## src/ism_pkg.sv

```systemverilog
`default_nettype none

package ism_pkg;

  localparam int STACK_DEPTH = 1024;
  localparam int WORD_W      = 32;
  localparam int SP_W        = $clog2(STACK_DEPTH + 1);
  localparam int ADDR_W      = $clog2(STACK_DEPTH);
  localparam int DEPTH_W     = 11;
  localparam int CNT_W       = $clog2(WORD_W);

  typedef enum logic [3:0] {
    ACT_CONST = 4'd0,
    ACT_ADD   = 4'd1,
    ACT_SUB   = 4'd2,
    ACT_MUL   = 4'd3,
    ACT_DIV   = 4'd4,
    ACT_MAX   = 4'd5,
    ACT_MIN   = 4'd6,
    ACT_NEG   = 4'd7,
    ACT_DUP   = 4'd8,
    ACT_SWAP  = 4'd9
  } act_t;

  typedef enum logic [1:0] {
    ST_OK    = 2'd0,
    ST_UNDER = 2'd1,
    ST_OVER  = 2'd2,
    ST_DIVZ  = 2'd3
  } status_t;

  typedef enum logic [2:0] {
    K_NONE,
    K_PUSH,
    K_DUP,
    K_NEG,
    K_SWAP,
    K_ALU,
    K_DIV
  } kind_t;

  typedef struct packed {
    logic [3:0]               action;
    logic signed [WORD_W-1:0] push_value;
  } in_beat_t;

  typedef struct packed {
    logic signed [WORD_W-1:0] top_value;
    logic [DEPTH_W-1:0]       depth;
    logic [1:0]               status;
  } out_beat_t;

  typedef struct packed {
    logic    exec;
    logic    div_start;
    kind_t   kind;
    act_t    op;
    status_t err;
  } cmd_t;

  typedef struct packed {
    logic sp_zero;
    logic sp_lt2;
    logic sp_full;
    logic b_zero;
    logic div_done;
  } dp_stat_t;

endpackage

`default_nettype wire

```

## src/ism_ctrl.sv

```systemverilog
`default_nettype none

module ism_ctrl import ism_pkg::*; (
  input  wire logic     clk,
  input  wire logic     rst,
  input  wire logic     accept,
  input  wire logic [3:0] action,
  input  wire dp_stat_t stat,
  output cmd_t          cmd,
  output logic          busy,
  output logic          done
);

  typedef enum logic [1:0] {
    S_IDLE,
    S_EVAL,
    S_DIV,
    S_EXEC
  } state_t;

  state_t state;
  act_t   op;

  assign busy = (state != S_IDLE);

  always_ff @(posedge clk) begin
    if (rst) begin
      state         <= S_IDLE;
      op            <= ACT_CONST;
      done          <= 1'b0;
      cmd.exec      <= 1'b0;
      cmd.div_start <= 1'b0;
      cmd.kind      <= K_NONE;
      cmd.op        <= ACT_CONST;
      cmd.err       <= ST_OK;
    end else begin
      done          <= 1'b0;
      cmd.exec      <= 1'b0;
      cmd.div_start <= 1'b0;
      unique case (state)
        S_IDLE: begin
          if (accept) begin
            op    <= act_t'(action);
            state <= S_EVAL;
          end
        end
        S_EVAL: begin
          cmd.op   <= op;
          cmd.err  <= ST_OK;
          cmd.kind <= K_NONE;
          cmd.exec <= 1'b1;
          state    <= S_EXEC;
          unique case (op)
            ACT_CONST: begin
              if (stat.sp_full) begin
                cmd.err <= ST_OVER;
              end else begin
                cmd.kind <= K_PUSH;
              end
            end
            ACT_ADD, ACT_SUB, ACT_MUL, ACT_MAX, ACT_MIN: begin
              if (stat.sp_lt2) begin
                cmd.err <= ST_UNDER;
              end else begin
                cmd.kind <= K_ALU;
              end
            end
            ACT_DIV: begin
              priority if (stat.sp_lt2) begin
                cmd.err <= ST_UNDER;
              end else if (stat.b_zero) begin
                cmd.err <= ST_DIVZ;
              end else begin
                cmd.exec      <= 1'b0;
                cmd.div_start <= 1'b1;
                state         <= S_DIV;
              end
            end
            ACT_NEG: begin
              if (stat.sp_zero) begin
                cmd.err <= ST_UNDER;
              end else begin
                cmd.kind <= K_NEG;
              end
            end
            ACT_DUP: begin
              priority if (stat.sp_zero) begin
                cmd.err <= ST_UNDER;
              end else if (stat.sp_full) begin
                cmd.err <= ST_OVER;
              end else begin
                cmd.kind <= K_DUP;
              end
            end
            ACT_SWAP: begin
              if (stat.sp_lt2) begin
                cmd.err <= ST_UNDER;
              end else begin
                cmd.kind <= K_SWAP;
              end
            end
            default: begin
              cmd.kind <= K_NONE;
            end
          endcase
        end
        S_DIV: begin
          if (stat.div_done) begin
            cmd.kind <= K_DIV;
            cmd.exec <= 1'b1;
            state    <= S_EXEC;
          end
        end
        S_EXEC: begin
          done  <= 1'b1;
          state <= S_IDLE;
        end
        default: begin
          state <= S_IDLE;
        end
      endcase
    end
  end

endmodule

`default_nettype wire

```

## config.mk

```make
export PLATFORM = sky130hd
export DESIGN_NAME = ism_ctrl
export DESIGN_NICKNAME = d
export VERILOG_FILES = /design/src/ism_pkg.sv /design/src/ism_ctrl.sv
export SDC_FILE = /design/constraint.sdc
export NUM_CORES = 1
export LEC_CHECK = 0
export BUFFER_PORTS_ARGS = -buffer_cell sky130_fd_sc_hd__buf_2
export CAP_MARGIN = 10
export CORE_MARGIN = 4
export CORE_UTILIZATION = 40
export CTS_BUF_LIST = sky130_fd_sc_hd__clkbuf_2 sky130_fd_sc_hd__clkbuf_4 sky130_fd_sc_hd__clkbuf_8
export DETAILED_ROUTE_END_ITERATION = 16
export GPL_TIMING_DRIVEN = 0
export PLACE_DENSITY = 0.71
export SKIP_LAST_GASP = 1
export SYNTH_ARGS = -nofsm -noshare
export SYNTH_HDL_FRONTEND = slang
export SYNTH_SLANG_ARGS = --single-unit
```

## constraint.sdc

```tcl
create_clock -name clk -period 3.46 [get_ports clk]
set_input_delay 0.346 -clock clk [delete_from_list [all_inputs] [get_ports clk]]
set_output_delay 0.346 -clock clk [all_outputs]
set_load 0.02 [all_outputs]
```

# Word-level counts from Yosys, hierarchy flattened
# Index checks and enable logic that the tools add are counted.
# totals
ff_bits,18
inputBits,12
# op_classes
n_eq_ne,14
mux,28
n_bitwise,2
n_reduce_logical,10
# op_table
op,count
$mux 2,12
$eq 4x3->1 const B,4
$pmux 3 s5,1
$pmux 2 s5,1
$mux 3,3
$eq 4x2->1 const B,2
$eq 4x4->1 const B,2
$mux 1,8
$pmux 2 s4,1
$pmux 3 s2,1
$reduce_and 2->1,3
$reduce_or 6->1,1
$reduce_or 5->1,1
$eq 2x2->1 const B,2
$eq 4x1->1 const B,1
$logic_not 4->1,1
$ne 2x2->1 const B,2
$reduce_bool 2->1,2
$reduce_or 4->1,1
$eq 2x1->1 const B,1
$logic_not 2->1,1
$not 1->1,2
$pmux 1 s2,1

# Depth between registers and ports, before layout
# Gate-level depths: netlist of the first run.
# logic_depth
ltp_word,4
ltp_mapped,7

# Worst setup path before layout of the first run
# OpenSTA, ideal clock, no wires.
# synth_timing
path_type,flip-flop to flip-flop
startpoint,register state[0]
endpoint,register state[0]
setup_time_ns,0.071
t_arrival_ns,1.412
slack_ns,1.977
stages_incl_launch_ff,7
n_path_buf,0
synth_period_minus_slack_ns,1.483
cell_sequence,dfxtp_1 -> inv_1 -> ha_1 -> inv_1 -> o22ai_1 -> or2_2 -> a21oi_1
# synth_via
elab_chain_len,3
elab_cells_between_ends,8
classes_between,eq/ne: 5; mux: 1; reduce/logical: 2
# synth_lines
item,line_no,text
start: declaration,ism_ctrl.sv:21,state_t state;
start signal: assignment,ism_ctrl.sv:28,state <= S_IDLE;
start signal: assignment,ism_ctrl.sv:44,state <= S_EVAL;
start signal: assignment,ism_ctrl.sv:52,state <= S_EXEC;
$eq 2x2->1 / $logic_not 2->1 (equally long branches),ism_ctrl.sv:40,unique case (state)
$ne 2x2->1 (no line),n/a,
$reduce_and 2->1 (no line),n/a,
# Parallel ways exist; a longest one is shown, timed or not.
# A chain may end at the register's enable or synchronous reset.

# Worst setup path after layout of the first run
# layout_timing
startpoint,register state[0]
endpoint,output busy
# layout_via
elab_chain_len,1
# layout_lines
item,line_no,text
$reduce_bool 2->1,ism_ctrl.sv:24,assign busy = (state != S_IDLE);
end: declaration,ism_ctrl.sv:10,"output logic busy,"
# Every way passes these cells.

==> impl_metrics.toml, run 1 <==
[outcome]
run_status = "finished clean"

[synthesis]
syn_inst = 110
ys_ff_latch = 18
synthTopCellsByArea = "dfxtp_1 (36%), ha_1 (6.3%), mux2i_1 (5.1%)"
yosysUniqueCellTypes = 38
syn_area_per_cell_um2 = 9.00
yosysWarnings = 0
yosys.area.top_type_share = 0.364
syn_nets = 127
netlist_area_um2 = 990
synth.largest_area_cell = "dfxtp_1"
seq_area_frac_synth = 0.364

[global_routing]
use_met3 = 0.0445
met2_usage = 0.260
grt.busiest_layer = "met2"
grt_use_met1 = 0.159
grt_max_degree = 11
first_global_vias = 864
grt_pass1_wl_mm = 3.74
track_usage = 0.145
grt_antenna_before_repair = 0
grt_overflow = 0

[timing]
fin_crit_ns = 1.68
rsz0062_at_grt = "no"
fmax_ghz = 0.596
hold_violations = 0
setup_viol = 0
slew_headroom = 0.722
worst_pin_slew_ns = 0.417
slew_violations = 0
setup-tns-final_ns = 0
finalCritPeriodShare = 0.485
finClkSkew_ns = 0.00590

[worst_setup_path]
cp_num_buf_inv = 3
rr_worst_depth = 6
arrival_ns = 1.33
cp_common_cell = "inv_1"
path_depth = 4
cp-start-kind = "register"
cp_slowest_cell = "dfxtp_1"
critPathCaptureType = "output pin"
crit_path_start = "state[0]$_SDFFE_PP0P_"
crit_required_ns = 3.11
cp_cell_sequence = "inv_1 > ha_1 > inv_1 > buf_2"
max_stage_delay_ns = 0.40
cp_max_fo = 6
path_class = "register to output pin"
rr_startpoint = "state[0]$_SDFFE_PP0P_"
critPathTopFamily = "flip-flops"

[die]
die_h_um = 57.7
num_rows = 17
initial_core_util = 0.435
die_area_um2 = 3330
die_w_um = 57.7
fp.coreArea_um2 = 2280
io_pins = 25

[route]
wl_per_cell_um = 13.2
drc = 0
drt-initial-drc-count = 18
via_per_inst = 5.39
vias = 890
drtPass1Iterations = 4
antenna_left = 0
drt_wl_total_mm = 2.18

[cells_and_area]
num_antenna_cells = 0
fin_nets = 155
final_common_cell = "buf_2"
final_cell_mix = "buf_2 (24), dfxtp_1 (18), nor2_1 (11), nand2_1 (11), a21oi_1 (9)"
postLayoutCellArea_um2 = 1180
areaGrowthSynthToFinish_pct = 18.8
final_layout_size_suffix_gt1_frac = 0.307

[cts]
cts_tree = "built"
clock_latency_ns = 0.30
cts_made_buffers = 3
clk_pin_slew_ns = 0.11
cts.repair.resized = 0
post_cts_buffers = 0
htreeDepth = 1
cts_buffer_depth = 2
cts-hold-fix-buffers = 0
cts-root-buf = "clkbuf_4"
cts.sinks = 18

[hold_path]
min_path_cells = 3
hold_path_class = "primary input to register"
holdCritStartpoint = "action[3]"

[placed_design]
dp_hpwl_mm = 1.70
gp_congestion = 0.786
place_area_um2 = 1140
portBuffers = 23

[power]
total_leakage_power_nw = 0.514
power_density_nw_per_um2 = 719
peakVddDrop_v = 0.000478

[job]
maxCapViolations = 0
through the flow:
stage / worst slack [ns] / hold WS (ns) / util / total power [mW] / instances
floorplan: 1.98 / 0.492 / - / 0.617 / 110
global placement: 2.04 / 0.467 / 0.501 / 0.704 / 161
detailed placement: 1.99 / 0.478 / 0.501 / 0.720 / 161
CTS: 1.77 / 0.275 / 0.517 / 0.852 / 165
global route: 1.67 / 0.275 / 0.517 / 0.912 / 165
finish: 1.78 / 0.283 / 0.517 / 0.845 / 165
path summary, 6_finish.rpt:
kind | endpoint | slack (ns)
max | busy | 1.78
min | op[3]$_SDFFE_PP0P_ | 0.28
max reg2reg | state[0]$_SDFFE_PP0P_ | 1.96
min reg2reg | cmd[7]$_SDFFE_PP0P_ | 0.49
power breakdown:
group	total [mW]	internal, mW	switching [mW]
registers	0.281	0.252	0.0286
clock network	0.133	0.0642	0.0691
logic	0.432	0.177	0.255
cells by family after synthesis:
family | after synthesis | share of synthesized area
buffers and inverters | 12 | 0.0834
adders and majority gates | 5 | 0.0632
and+or+nand+nor | 46 | 0.263
AOI/OAI and AO/OA | 24 | 0.176
DFF | 18 | 0.364
muxes | 5 | 0.0506
worst register-to-register path: cells and delay by family (launching register included):
kind | cells | cell delay [ns]
flip-flops | 1 | 0.40
AND/OR/NAND/NOR | 1 | 0.31
adder cells (fa/ha/maj) | 1 | 0.27
AO/OA/AOI/OAI | 2 | 0.24
buffers and inverters | 2 | 0.21
synthesized netlist by cell type:
cell / count
o21ai_0: 1
nand2_1: 11
a21oi_1: 9
ha_1: 5
o41ai_2: 1
nor2_1: 11
o21ai_1: 1
a32o_1: 1
buf_6: 3
nand3b_1: 1
a21boi_1: 1
or2_2: 1
a32oi_1: 1
or3_1: 1
nor3b_1: 3
a21oi_2: 1
clkbuf_8: 1
and4b_2: 1
buf_2: 1
buf_4: 1
nor2b_1: 4
mux2i_1: 5
nor3_1: 1
a211oi_2: 1
a31oi_1: 2
buf_1: 1
nor4_1: 1
inv_1: 5
a311oi_2: 1
o22ai_1: 3
nor4b_4: 1
nor3_2: 1
and2_4: 1
dfxtp_1: 18
nand3_1: 6
nand4b_1: 1
nand2b_1: 1
a22o_1: 1
per-layer routing:
metal / routed length (um) / vias up
met2: 1120 / 19
met3: 97 / 4
met5: 0 / -
li1: - / 443
met4: 20 / 0
met1: 943 / 424
sequential cells by signal, indices dropped and copies added, names as in the netlist:
name   cells
state      2
done       1
op         4
cmd       11
area by class of cell:
cell class	count	area, um2
Buffer	7	63.8
Tap cell	28	35.0
Timing Repair Buffer	23	115
Inverter	5	18.8
Clock buffer	4	36.3
Sequential cell	18	360
Multi-Input combinational cell	80	547
Fill cell	214	1100
Note: power is estimated with default switching activity, not from simulation.
==> run 2: changes to the inputs <==
--- a/config.mk
+++ b/config.mk
@@ -5,6 +5,7 @@
 export SDC_FILE = /design/constraint.sdc
 export NUM_CORES = 1
 export LEC_CHECK = 0
+export ABC_AREA = 1
 export BUFFER_PORTS_ARGS = -buffer_cell sky130_fd_sc_hd__buf_2
 export CAP_MARGIN = 10
 export CORE_MARGIN = 4
@@ -12,7 +13,7 @@
 export CTS_BUF_LIST = sky130_fd_sc_hd__clkbuf_2 sky130_fd_sc_hd__clkbuf_4 sky130_fd_sc_hd__clkbuf_8
 export DETAILED_ROUTE_END_ITERATION = 16
 export GPL_TIMING_DRIVEN = 0
-export PLACE_DENSITY = 0.71
+export PLACE_DENSITY = 0.72
 export SKIP_LAST_GASP = 1
 export SYNTH_ARGS = -nofsm -noshare
 export SYNTH_HDL_FRONTEND = slang
==> constraint.sdc (replaced) <==
create_clock -name clk -period 1.7 [get_ports clk]
set_input_delay 0.17 -clock clk [delete_from_list [all_inputs] [get_ports clk]]
set_output_delay 0.17 -clock clk [all_outputs]
set_load 0.02 [all_outputs]
==> run 2 against run 1 <==
Final area decreased by 10%; flip-flop and latch count unchanged; first-iteration DRC count decreased by 17%; largest cell class unchanged.
==> impl_metrics.toml, run 2 <==
[outcome]
run_status = "finished clean"

[synthesis]
ys_top_cells_by_count = "nand2_1 (31), dfxtp_1 (18), inv_1 (16), a21oi_1 (14), nor2_1 (11)"
yosysUniqueCellTypes = 18
netlist_area_um2 = 882
seq_area_frac_synth = 0.409
yosys.area.top_type_share = 0.409
synth_edf_count = 0
synth_ff_type = "dfxtp_1"
synth_most_common_cell = "nand2_1"
syn_area_per_cell_um2 = 6.95
syn_nets = 144
syn_inst = 127
yosysWarnings = 0
ys_ff_latch = 18
synthArstFlopShare = 0
synthTopCellsByArea = "dfxtp_1 (41%), nand2_1 (13%), a21oi_1 (7.9%)"
synth.largest_area_cell = "dfxtp_1"

[worst_setup_path]
critPathTopFamily = "buffers and inverters"
cp_common_cell = "inv_1"
cp_num_buf_inv = 3
cp_max_fo = 5
cp_cell_sequence = "inv_1 > ha_1 > inv_1 > nor2_1 > inv_1 > a21oi_1 > a21oi_1"
cp-start-kind = "register"
crit_required_ns = 1.87
critPathCaptureType = "register"
max_stage_delay_ns = 0.35
arrival_ns = 1.65
path_class = "register to register"
cp_slowest_cell = "dfxtp_1"

[route]
wl_met1_um = 928
wl_met3_um = 129
wl_per_cell_um = 10.7
wl_met2_um = 856
vias = 871
drtPass1Iterations = 4
drc = 0
drt_wl_total_mm = 1.94
antenna_left = 0
drt-initial-drc-count = 15
via_per_inst = 4.81
routed.top_layer = "met4"

[cts]
cts-hold-fix-buffers = 0
cts.repair.resized = 0
htreeDepth = 1
cts_buffer_depth = 2
cts.sinks = 18
post_cts_buffers = 0
cts_made_buffers = 3
cts-root-buf = "clkbuf_4"
clock_latency_ns = 0.29
clk_pin_slew_ns = 0.10
cts_tree = "built"

[global_routing]
first_global_vias = 834
grt_antenna_before_repair = 0
track_usage = 0.149
grt_overflow = 0
grt_pass1_wl_mm = 3.26
grt_max_degree = 11

[cells_and_area]
final_cell_mix = "nand2_1 (31), buf_2 (24), dfxtp_1 (18), inv_1 (16), a21oi_1 (14)"
final_layout_size_suffix_gt1_frac = 0.214
biggestRegsByFlops = "cmd x11, op x4, state x2"
largest_register_ffs = 11
fin_nets = 173
final_common_cell = "nand2_1"
areaGrowthSynthToFinish_pct = 20.0
num_antenna_cells = 0
top_register = "cmd"
final_util = 0.524

[timing]
setup-tns-final_ns = 0
worst_pin_slew_ns = 0.481
fin_crit_ns = 1.48
setup_ws_ns = 0.219
fmax_ghz = 0.675
finalCritPeriodShare = 0.871
slew_headroom = 0.679
rsz0062_at_grt = "no"
setup_viol = 0
hold_violations = 0
slew_violations = 0
finClkSkew_ns = 0.0110

[placed_design]
gp_congestion = 0.802
dp_hpwl_mm = 1.54
place_ws_ns = 0.238
portBuffers = 24

[power]
peakVddDrop_v = 0.000697
power_density_nw_per_um2 = 1460
total_leakage_power_nw = 0.539

[die]
initial_core_util = 0.436
die_w_um = 55.0
io_pins = 25
die_h_um = 55.0
fp.coreArea_um2 = 2020
num_rows = 16
die_area_um2 = 3020

[hold_path]
hold_path_class = "primary input to register"

[job]
maxCapViolations = 0
==> run 2: cell count changes after synthesis, moves of 3 or more <==
cell     delta
inv_2       +3
a21oi_1     +5
o21ai_0     +9
nand2_1    +20
inv_1      +11
nor3b_1     -3
buf_6       -3
mux2i_1     -5
nor2b_1     -4
==> run 2: routing by layer <==
| layer | vias up | track usage |
|---|---|---|
| li1 | 463 | - |
| met1 | 383 | 0.172 |
| met2 | 21 | 0.258 |
| met3 | 4 | 0.0429 |
| met4 | 0 | 0.0607 |
| met5 | - | 0 |
==> run 2: worst paths after layout <==
path	from	to	slack (ns)	depth (start not counted)
worst max-delay path	state[1]$_SDFFE_PP0P_	cmd[7]$_SDFFE_PP0P_	0.22	7
worst min-delay path	action[1]	op[1]$_SDFFE_PP0P_	0.15	3
worst max register to register	state[1]$_SDFFE_PP0P_	cmd[7]$_SDFFE_PP0P_	0.22	7
worst min register to register	cmd[1]$_SDFFE_PP0P_	cmd[1]$_SDFFE_PP0P_	0.48	2
==> run 2: layout make-up <==
cell class / instances / area [um2]
Fill cell: 202 / 963
Multi-Input combinational cell: 88 / 439
Sequential cell: 18 / 360
Timing Repair Buffer: 24 / 120
Inverter: 19 / 71.3
Tap cell: 27 / 33.8
Clock buffer: 3 / 22.5
Buffer: 2 / 11.3
==> run 2: cells by family after synthesis <==
logic type | Yosys count | share of synthesized area
and+or+nand+nor | 54 | 0.251
AOI/OAI and AO/OA | 29 | 0.176
buffers and inverters | 21 | 0.0936
DFF | 18 | 0.409
adders and majority gates | 5 | 0.0709
==> run 2: power by group <==
part	leakage, nW	total [mW]	internal [mW]	switching, mW
combinational	0.378	0.732	0.253	0.479
clock	0.0138	0.206	0.0824	0.124
sequential	0.147	0.608	0.532	0.0766
==> run 2: tightest hold or removal path, delay by kind of cell <==
kind	cells	cell delay, ns
buffers and inverters	1	0.07
AOI/OAI and AO/OA	2	0.17
==> run 2: stage by stage <==
| step | instance area (um2) | power, mW | cells | hold WS, ns |
|---|---|---|---|---|
| finish | 1060 | 1.55 | 181 | 0.151 |
| global route | 1060 | 1.70 | 181 | 0.174 |
| CTS | 1060 | 1.56 | 181 | 0.150 |
| detailed placement | 1040 | 1.35 | 178 | 0.460 |
| global placement | 1040 | 1.32 | 178 | 0.448 |
| floorplan | 882 | 1.15 | 127 | 0.342 |
